$ cat config.mk
export PLATFORM = sky130hd
export DESIGN_NAME = crs_mac
export DESIGN_NICKNAME = d
export VERILOG_FILES = /design/src/hw/rtl/crs_pkg.sv /design/src/hw/rtl/crs_mac.sv
export SDC_FILE = /design/constraint.sdc
export NUM_CORES = 1
export LEC_CHECK = 0
export BUFFER_PORTS_ARGS = -buffer_cell sky130_fd_sc_hd__buf_4
export CAP_MARGIN = 0
export CORE_ASPECT_RATIO = 1.2
export CORE_MARGIN = 5
export CORE_UTILIZATION = 50
export CTS_BUF_LIST = sky130_fd_sc_hd__clkbuf_4
export DETAILED_ROUTE_END_ITERATION = 7
export GPL_TIMING_DRIVEN = 0
export PLACE_DENSITY = 0.71
export REMOVE_ABC_BUFFERS = 1
export SLEW_MARGIN = 40
export SYNTH_ARGS = -nofsm -noshare
export SYNTH_HDL_FRONTEND = slang
export SYNTH_SLANG_ARGS = --single-unit
$ cat constraint.sdc
create_clock -name clk -period 8.8 [get_ports clk]
set_input_delay 1.76 -clock clk [delete_from_list [all_inputs] [get_ports clk]]
set_output_delay 1.76 -clock clk [all_outputs]
set_load 0.02 [all_outputs]
$ cat src/hw/rtl/crs_pkg.sv
// Shared widths, types and constants for the Catmull-Rom spline sampler.
package crs_pkg;

  localparam int PT_W = 32;
  localparam int CO_W = 36;
  localparam int ACC_W = 56;
  localparam int QB = PT_W - 1;
  localparam int DEF_SAMPLE_STEPS = 20;

  typedef logic signed [PT_W-1:0] pt_t;
  typedef logic signed [CO_W-1:0] co_t;
  typedef logic signed [ACC_W-1:0] acc_t;

  localparam pt_t PT_MAX = {1'b0, {(PT_W-1){1'b1}}};
  localparam pt_t PT_MIN = {1'b1, {(PT_W-1){1'b0}}};

endpackage

$ cat src/hw/rtl/crs_mac.sv
// Registered multiply-add unit shared by every Horner step of the sampler.
module crs_mac import crs_pkg::*; #(
  parameter int K_W = $clog2(DEF_SAMPLE_STEPS + 1)
) (
  input  logic           clk,
  input  logic           en,
  input  acc_t           mul_a,
  input  logic [K_W-1:0] k,
  input  acc_t           addend,
  output acc_t           acc
);

  logic signed [K_W:0] k_s;
  acc_t                prod;
  acc_t                acc_r;

  assign k_s  = {1'b0, k};
  assign prod = ACC_W'(mul_a * k_s);
  assign acc  = acc_r;

  always_ff @(posedge clk) begin
    if (en) begin
      acc_r <= prod + addend;
    end
  end

endmodule

==> impl_metrics.tcl <==
set metrics [dict create \
    yosys-mux-area-fraction_pct 0 \
    vias_per_cell 5.08 \
    clkTransAtPathRegs_ps 200 \
    holdWs_ps 1660 \
    cts_num_sinks 56 \
    clock_path_buffers 2 \
    largest_register_ffs 56 \
    drt_iter0_drc 358 \
    crit_type "in2reg" \
    nNetsFinal 1865 \
    synth-compound-area-share_pct 9.06 \
    nFillCells 2210 \
    row_count 62 \
    outcome "completed" \
    dp_slack_ps 1460 \
    cts_max_level 2 \
    cp-start-kind "primary input" \
    p_int_mw 1.97 \
    num_vias 8884 \
    synthCells 1288 \
    coreArea_sq_mm 0.0240 \
    ys_warn_count 0 \
    drive_gt1_share_pct 13.9 \
    tns_ps 0 \
    synthMostInstantiatedCell "and2_1" \
    place_inst 1739 \
    layout_min_cycle_time_ps 6940 \
    fin_crit_sh_pct 78.8 \
    overflow 0 \
    antenna_left 0 \
    grt_start_max_net_pins 57 \
    cp-end-kind "flip-flop" \
    synth_xor_area_share_pct 4.28 \
    synth_top_family_by_area "adder cells" \
    dpl.hpwl_um 22300 \
    synthTopCellsByArea "fa_1 34%, edfxtp_1 14%, and2_1 13%" \
    critPathMaxFanout 55 \
    ios 175 \
    post-route-util_pct 57.7 \
    drc 0 \
    syn-mean-instance-area_sq_um 9.53 \
    synth-seq-cells 56 \
    chipWidth_um 153 \
    ir_drop_mv 0.110 \
    synth-edff-count 56 \
    maxSlewViolCount 0 \
    cts_made_buffers 5 \
    place_congestion 0.850 \
    stdcell_area_sq_mm 0.0139 \
    finalSetupViolCount 0 \
    hold_buffers 0 \
    maxCapViolCount 0 \
    cts_tree "done" \
    clockRootBuffer "clkbuf_4" \
    synth_area_leader_cell "fa_1" \
    fmax_mhz 144 \
    synth_fa_ha_area_share_pct 45.3 \
    power_density_mw_per_mm2 284 \
    worst_pin_slew_ps 758 \
    p_seq_share_pct 16.4 \
    netlist_area_sq_mm 0.0123 \
    swShare_pct 50.0 \
    p_comb_share_pct 80.4 \
    wl_um 26300 \
    grt_use_total_pct 19.3 \
    ctsResizeCount 0 \
    drt_pass1_iterations 8 \
    cp.required_ps 8990 \
    yosysSeqAreaShare_pct 13.7 \
    setup_slack_ps 1860 \
    yosysTopAreaCellShare_pct 33.8 \
    max_slew_margin_pct 49.5 \
    hold_path_class "in2reg" \
    cp.arrival_ps 7130 \
    grt_pass1_wl_um 45400 \
    die_area_sq_mm 0.0278 \
    synth-simple-area-share_pct 18.7 \
    io_buffer_count 174 \
    rsz0062_at_grt "no" \
    hold_viol 0 \
    async_flop_share_pct 0 \
    yosysUniqueCellTypes 60 \
    grt_pass1_vias 9627 \
    p_leak_nw 7.01 \
    antenna_found_initial 1 \
    placed_area_sq_mm 0.0138 \
    p_clk_share_pct 3.2 \
    power_mw 3.94 \
    p_switching_mw 1.97 \
    finalNonFillerCells 1748 \
    cts_setup_buffers 0 \
    area_delta_synth_final_pct 13.0 \
    ys.flop_type "edfxtp_1" \
    yosys-top-cells-count "262 x and2_1, 248 x inv_1, 207 x fa_1" \
    die_h_um 182 \
    wl_per_cell_um 15.0 \
    start_util_pct 51.1 \
]
[power by group through the flow]
stage                     Sequential (mW)  Clock (mW)  Combinational, mW
final                               0.648       0.127               3.17
after global routing                0.657       0.141               3.60
after CTS                           0.652       0.132               3.20
after detailed placement            0.659           0               3.18
after global placement              0.656           0               3.12
after floorplan                     0.796           0               2.20
[placed cells by master, fill, tap and decap left out, drive strengths merged, types with 2 or more instances in the layout]
cell type / n
a31oi: 8
a21o: 23
and3: 10
a21oi: 64
nand2b: 2
edfxtp: 56
o21ai: 30
nand2: 49
nand3b: 2
nor4b: 2
o31ai: 8
xnor2: 44
buf: 174
a41o: 2
a21boi: 3
o21a: 3
inv: 250
nor2b: 5
o21bai: 6
a221oi: 4
nor2: 26
xor2: 16
clkbuf: 5
or2: 2
nand3: 13
a211oi: 2
o211ai: 4
fa: 207
nor3: 5
ha: 113
and2: 262
nand4: 8
[layer usage]
layer | track usage, % | wire length, um | share of wire [%] | up-vias
li1 | - | - | - | 4314
met1 | 23.8 | 10800 | 41 | 4410
met2 | 36.8 | 14300 | 54 | 148
met3 | 2.10 | 920 | 3.5 | 12
met4 | 3.24 | 238 | 0.91 | 0
met5 | 0 | 0 | 0 | -
[area by class of cell]
type	count	area, sq um	share of cell area, %
well taps	320	400	2.89
clock inverters	3	25.0	0.180
multi-input cells	941	9490	68.4
diodes	1	2.50	0.0180
inverters	248	931	6.71
flip-flops and latches	56	1680	12.1
repair buffers	174	1310	9.41
clock buffers	5	37.5	0.271
[worst max-delay path, stage by stage]
cell      delay (ps)
buf_4            440
and2_1           230
fa_1             460
fa_1             520
fa_1             500
inv_1             50
fa_1             480
inv_1             40
ha_1             420
nand4_1          290
nor4b_2          330
o31ai_1          140
and3b_1          250
o311ai_2         430
a211oi_1         200
o31ai_1          290
a21oi_1          120
xnor2_1          130
[final timing paths]
path	startpoint	end	slack, ps	depth (start not counted)
setup / recovery	k[1]	acc[44]$_DFFE_PP_	1860	18
hold / removal	addend[0]	acc[0]$_DFFE_PP_	1660	2
[logic make-up after synthesis]
kind of cell	count (synthesis)
and+or+nand+nor	395
AOI/OAI and AO/OA	166
buffers and inverters	291
DFF	56
adders and majority gates	320
xor gates and xnor gates	60
No activity file was read; power rests on OpenSTA's default activity.
