### config.mk
export PLATFORM = sky130hd
export DESIGN_NAME = crs_div
export DESIGN_NICKNAME = d
export VERILOG_FILES = /design/src/hw/rtl/crs_pkg.sv /design/src/hw/rtl/crs_div.sv
export SDC_FILE = /design/constraint.sdc
export NUM_CORES = 2
export LEC_CHECK = 0
export BUFFER_PORTS_ARGS = -buffer_cell sky130_fd_sc_hd__buf_2
export CORE_UTILIZATION = 50
export DETAILED_ROUTE_END_ITERATION = 16
export HOLD_SLACK_MARGIN = 0.08
export PLACE_DENSITY = 0.66
export SLEW_MARGIN = 20
export SYNTH_ARGS = -nofsm -noshare
export SYNTH_HDL_FRONTEND = slang
export SYNTH_SLANG_ARGS = --single-unit
### constraint.sdc
create_clock -name clk -period 10.3 [get_ports clk]
set_input_delay 0 -clock clk [delete_from_list [all_inputs] [get_ports clk]]
set_output_delay 0 -clock clk [all_outputs]
set_load 0.01 [all_outputs]
### src/hw/rtl/crs_pkg.sv
// Shared widths, types and constants for the Catmull-Rom spline sampler.
package crs_pkg;

  localparam int PT_W = 32;
  localparam int CO_W = 36;
  localparam int ACC_W = 56;
  localparam int QB = PT_W - 1;
  localparam int DEF_SAMPLE_STEPS = 20;

  typedef logic signed [PT_W-1:0] pt_t;
  typedef logic signed [CO_W-1:0] co_t;
  typedef logic signed [ACC_W-1:0] acc_t;

  localparam pt_t PT_MAX = {1'b0, {(PT_W-1){1'b1}}};
  localparam pt_t PT_MIN = {1'b1, {(PT_W-1){1'b0}}};

endpackage

### src/hw/rtl/crs_div.sv
// Rounding divider by the constant 2*S^3 using a reciprocal multiply, with 32-bit saturation.
module crs_div import crs_pkg::*; #(
  parameter int SAMPLE_STEPS = DEF_SAMPLE_STEPS
) (
  input  logic clk,
  input  logic rst_n,
  input  logic start,
  input  acc_t num,
  output logic done,
  output pt_t  quot
);

  localparam int DEN_I  = 2 * SAMPLE_STEPS * SAMPLE_STEPS * SAMPLE_STEPS;
  localparam int DEN_L  = $clog2(DEN_I);
  localparam int PROD_W = 2 * QB;
  localparam logic [ACC_W-1:0] HALF  = ACC_W'(SAMPLE_STEPS * SAMPLE_STEPS * SAMPLE_STEPS);
  localparam logic [ACC_W-1:0] DEN   = ACC_W'(DEN_I);
  localparam logic [ACC_W-1:0] LIMIT = DEN << QB;
  localparam logic [PT_W-1:0]  RECIP = PT_W'((64'd1 << (DEN_L + QB)) / 64'(DEN_I));

  localparam logic [2:0] DV_IDLE = 3'd0;
  localparam logic [2:0] DV_CHK  = 3'd1;
  localparam logic [2:0] DV_EST  = 3'd2;
  localparam logic [2:0] DV_REM  = 3'd3;
  localparam logic [2:0] DV_FIX  = 3'd4;
  localparam logic [2:0] DV_DONE = 3'd5;

  logic [2:0]        st_r;
  logic [ACC_W-1:0]  x_r;
  logic [PROD_W-1:0] prod_r;
  logic [ACC_W-1:0]  r_r;
  logic [QB-1:0]     q_r;
  logic              neg_r;
  logic              sat_r;
  logic [ACC_W-1:0]  mag;
  logic [QB-1:0]     t_v;
  logic [PROD_W-1:0] prod;
  logic [ACC_W-1:0]  qd;
  logic              ge;
  pt_t               q_ext;

  assign mag   = num[ACC_W-1] ? -num : num;
  assign t_v   = x_r[DEN_L+QB-1:DEN_L];
  assign prod  = PROD_W'(t_v) * PROD_W'(RECIP);
  assign qd    = ACC_W'(q_r) * DEN;
  assign ge    = (r_r >= DEN);
  assign q_ext = {1'b0, q_r};
  assign done  = (st_r == DV_DONE);

  always_comb begin
    if (sat_r) begin
      quot = neg_r ? PT_MIN : PT_MAX;
    end else begin
      quot = neg_r ? -q_ext : q_ext;
    end
  end

  always_ff @(posedge clk) begin
    if (!rst_n) begin
      st_r <= DV_IDLE;
    end else begin
      unique case (st_r)
        DV_IDLE: begin
          if (start) begin
            st_r <= DV_CHK;
          end
        end
        DV_CHK: begin
          st_r <= (x_r >= LIMIT) ? DV_DONE : DV_EST;
        end
        DV_EST: begin
          st_r <= DV_REM;
        end
        DV_REM: begin
          st_r <= DV_FIX;
        end
        DV_FIX: begin
          if (!ge) begin
            st_r <= DV_DONE;
          end
        end
        DV_DONE: begin
          st_r <= DV_IDLE;
        end
        default: begin
          st_r <= DV_IDLE;
        end
      endcase
    end
  end

  always_ff @(posedge clk) begin
    if (st_r == DV_IDLE && start) begin
      neg_r <= num[ACC_W-1];
      x_r   <= mag + HALF;
    end
    if (st_r == DV_CHK) begin
      sat_r  <= (x_r >= LIMIT);
      prod_r <= prod;
    end
    if (st_r == DV_EST) begin
      q_r <= prod_r[PROD_W-1:QB];
    end
    if (st_r == DV_REM) begin
      r_r <= x_r - qd;
    end
    if (st_r == DV_FIX && ge) begin
      r_r <= r_r - DEN;
      q_r <= q_r + 1'b1;
    end
  end

endmodule
==> impl_metrics.py <==
metrics = {
    "timing": {
        "max_freq_ghz": 0.118,
        "setup_viol": 0,
        "min_period_ns": 8.45,
        "slew_violations": 0,
        "fin_crit_sh_pct": 82.1,
        "whs_ns": 0.106,
        "slew_headroom_pct": 37.9,
        "finalSetupTns_ns": 0,
        "worstMarginPinSlew_ns": 0.920,
        "final_hold_viol_count": 0,
        "rsz0062_at_grt": "no",
        "fin_skew_ns": 0.0129,
        "fin_ws_ns": 1.85,
    },
    "yosys": {
        "yosys_register_bits": 165,
        "synth_cell_types": 86,
        "synth_area_per_cell_um2": 9.58,
        "syn_area_um2": 33400,
        "ys_seq_area_share_pct": 14.8,
        "synth_fp_nets": 4528,
        "synthFlopType": "edfxtp_1",
        "ys_warn_count": 0,
        "synth_edf_count": 162,
        "syn_inst": 3482,
        "async_flop_share_pct": 0,
    },
    "place": {
        "io_buffer_count": 91,
        "pre_cts_ws_ns": 1.98,
        "gp_congestion": 0.978,
        "hpwl_um": 78000,
    },
    "hold_path": {
        "hold_path_end": "x_r[19]",
        "hp-class": "input pin to register",
        "min_path_cells": 3,
        "hp-start": "num[19]",
    },
    "cells_and_area": {
        "drive_gt1_share_pct": 5.50,
        "fillers": 5899,
        "final_core_util_pct": 54.5,
        "mostFrequentLayoutCells": "inv_1, ha_1, fa_1, nand2_1, a21oi_1",
        "nets": 4633,
        "synthToLayoutAreaGrowth_pct": 7.67,
        "mostFrequentLayoutCell": "inv_1",
    },
    "floorplanning": {
        "dieArea_um2": 67800,
        "coreArea_um2": 65900,
        "die_h_um": 260,
        "die_w_um": 260,
        "io_pins": 92,
        "rows": 94,
        "start_util_pct": 50.6,
    },
    "clocking": {
        "numCtsBuffers": 17,
        "cts_buffer_depth": 2,
        "cts_setup_buffers": 0,
        "cts_root_buffer": "clkbuf_16",
        "cts_tree": "done",
        "clk_latency_ns": 0.48,
        "cts_sinks": 165,
        "h-tree-depth": 4,
        "path_clk_slew_ns": 0.07,
    },
    "drt": {
        "met2_length_um": 41100,
        "routedWlPerCell_um": 20.8,
        "ant_nets": 0,
        "maxUsedRoutingLayer": "met5",
        "num_vias": 24900,
        "drtPass1Iterations": 7,
        "met3_length_um": 6630,
        "vias_per_cell": 5.58,
        "drt_iter0_markers": 1801,
        "drc_errors": 0,
        "drt-met1-wl_um": 41800,
        "routed_wl_um": 92900,
    },
    "grt": {
        "grt_usage_pct": 28.5,
        "grt.overflow.total": 0,
        "grt_pass1_vias": 25400,
        "antenna_found_initial": 2,
        "grt_max_degree": 65,
        "grt_pass1_wl_um": 146000,
    },
    "worst_setup_path": {
        "regToRegSetupSlack_ns": 1.85,
        "worstRegToRegCells": 22,
        "start_kind": "register",
        "crit_path_end_kind": "register",
        "worstPathArrival_ns": 8.67,
        "crit_type": "register to register",
        "rr_startpoint": "x_r[18]",
        "cp_data_required_time_ns": 10.52,
        "timing.rr.end": "prod_r[55]",
        "path_max_fanout": 11,
    },
    "flow_run": {
        "drv_cap": 0,
    },
    "outcome": {
        "outcome": "completed",
    },
}
## flip-flops by register name, indices dropped and copies added, names as in the netlist
name    flops
st_r        3
sat_r       1
x_r        49
prod_r     31
r_r        49
q_r        31
neg_r       1
## layout make-up
type                    instances  area, µm²  share of cell area [%]
clock inverters                14        244                   0.679
diodes                          1       2.50                 0.00697
multi-input cells            2548      25600                    71.2
flip-flops and latches        165       4920                    13.7
repair buffers                159       1060                    2.95
inverters                     696       2610                    7.27
well taps                     864       1080                    3.01
clock buffers                  18        429                    1.19
## synth_stat cells (14+ instances only)
cell	count	area share, %
a21oi_1	168	2.5
nand2_1	192	2.2
xnor2_1	163	4.3
nand3_1	41	0.62
nand2b_1	26	0.49
o21a_1	17	0.38
edfxtp_1	162	15
inv_1	695	7.8
o31ai_1	23	0.52
or2_2	16	0.30
nand4_1	37	0.69
a21o_1	75	1.7
a31oi_1	27	0.51
nor2_1	148	1.7
and2_1	16	0.30
or3_1	31	0.58
nor3_1	34	0.51
or4_1	14	0.32
xor2_1	116	3.0
and3_1	29	0.54
fa_1	448	27
clkbuf_1	60	0.68
o21ai_0	142	2.1
o41ai_1	17	0.45
nor2b_1	28	0.53
ha_1	539	20
nor4_1	22	0.41
## per-layer routing
metal  vias up  global-route usage [%]
met1     12200                    39.8
li1      11800                       -
met4         2                    10.1
met3       133                    5.56
met2       774                    43.9
met5         -                       0
## logic make-up (layout without fill, tap and decap cells)
group	after synthesis	count (layout)	synth area share [%]
adders and majority gates	987	987	47.1
buffers and inverters	769	887	8.71
and+or+nand+nor	674	674	10.3
AOI/OAI and AO/OA	601	601	11.6
xor gates and xnor gates	279	279	7.33
DFF	165	165	14.8
muxes	7	7	0.210
other	0	1	0
## worst max-delay path: stages, from the launching register on
cell and delay [ns]:
edfxtp_1 0.90, inv_1 0.27, ha_1 0.45, fa_1 0.56, fa_1 0.45, fa_1 0.51, inv_1 0.05, fa_1 0.49
inv_1 0.05, fa_1 0.46, fa_1 0.51, fa_1 0.49, ha_1 0.37, a211o_1 0.31, a211o_1 0.28, a21o_1 0.17
o21ai_0 0.30, a2bb2oi_1 0.45, o21ai_0 0.26, or2_2 0.38, a21o_1 0.21, a21oi_1 0.18, xnor2_1 0.08
## what timing repair did
item | in CTS | in global routing
endpoints found under the setup margin | 0 | 0
hold buffers | 37 | 0
resized for setup | 0 | 0
hold endpoints to repair | 36 | 0
## how the worst max path moves through the flow
stage                     startpoint         end  slack (ns)  depth (start not counted)
after floorplan               q_r[6]     r_r[49]        2.84                         30
after global placement       x_r[19]  prod_r[61]        2.11                         21
after detailed placement     x_r[18]  prod_r[55]        1.98                         22
after CTS                    x_r[18]  prod_r[61]        1.93                         21
after global routing         x_r[18]  prod_r[61]        1.51                         21
final                        x_r[18]  prod_r[55]        1.85                         22
## metrics by stage
| stage | area (µm²) | std cells |
|---|---|---|
| floorplan | 33400 | 3482 |
| global placement | 34900 | 4395 |
| detailed placement | 34900 | 4395 |
| CTS | 35900 | 4464 |
| global route | 35900 | 4465 |
| finish | 35900 | 4465 |
Power is left out: the tool's default activity adds up to more than one toggle a clock period on the data nets, which glitch-free logic cannot reach.
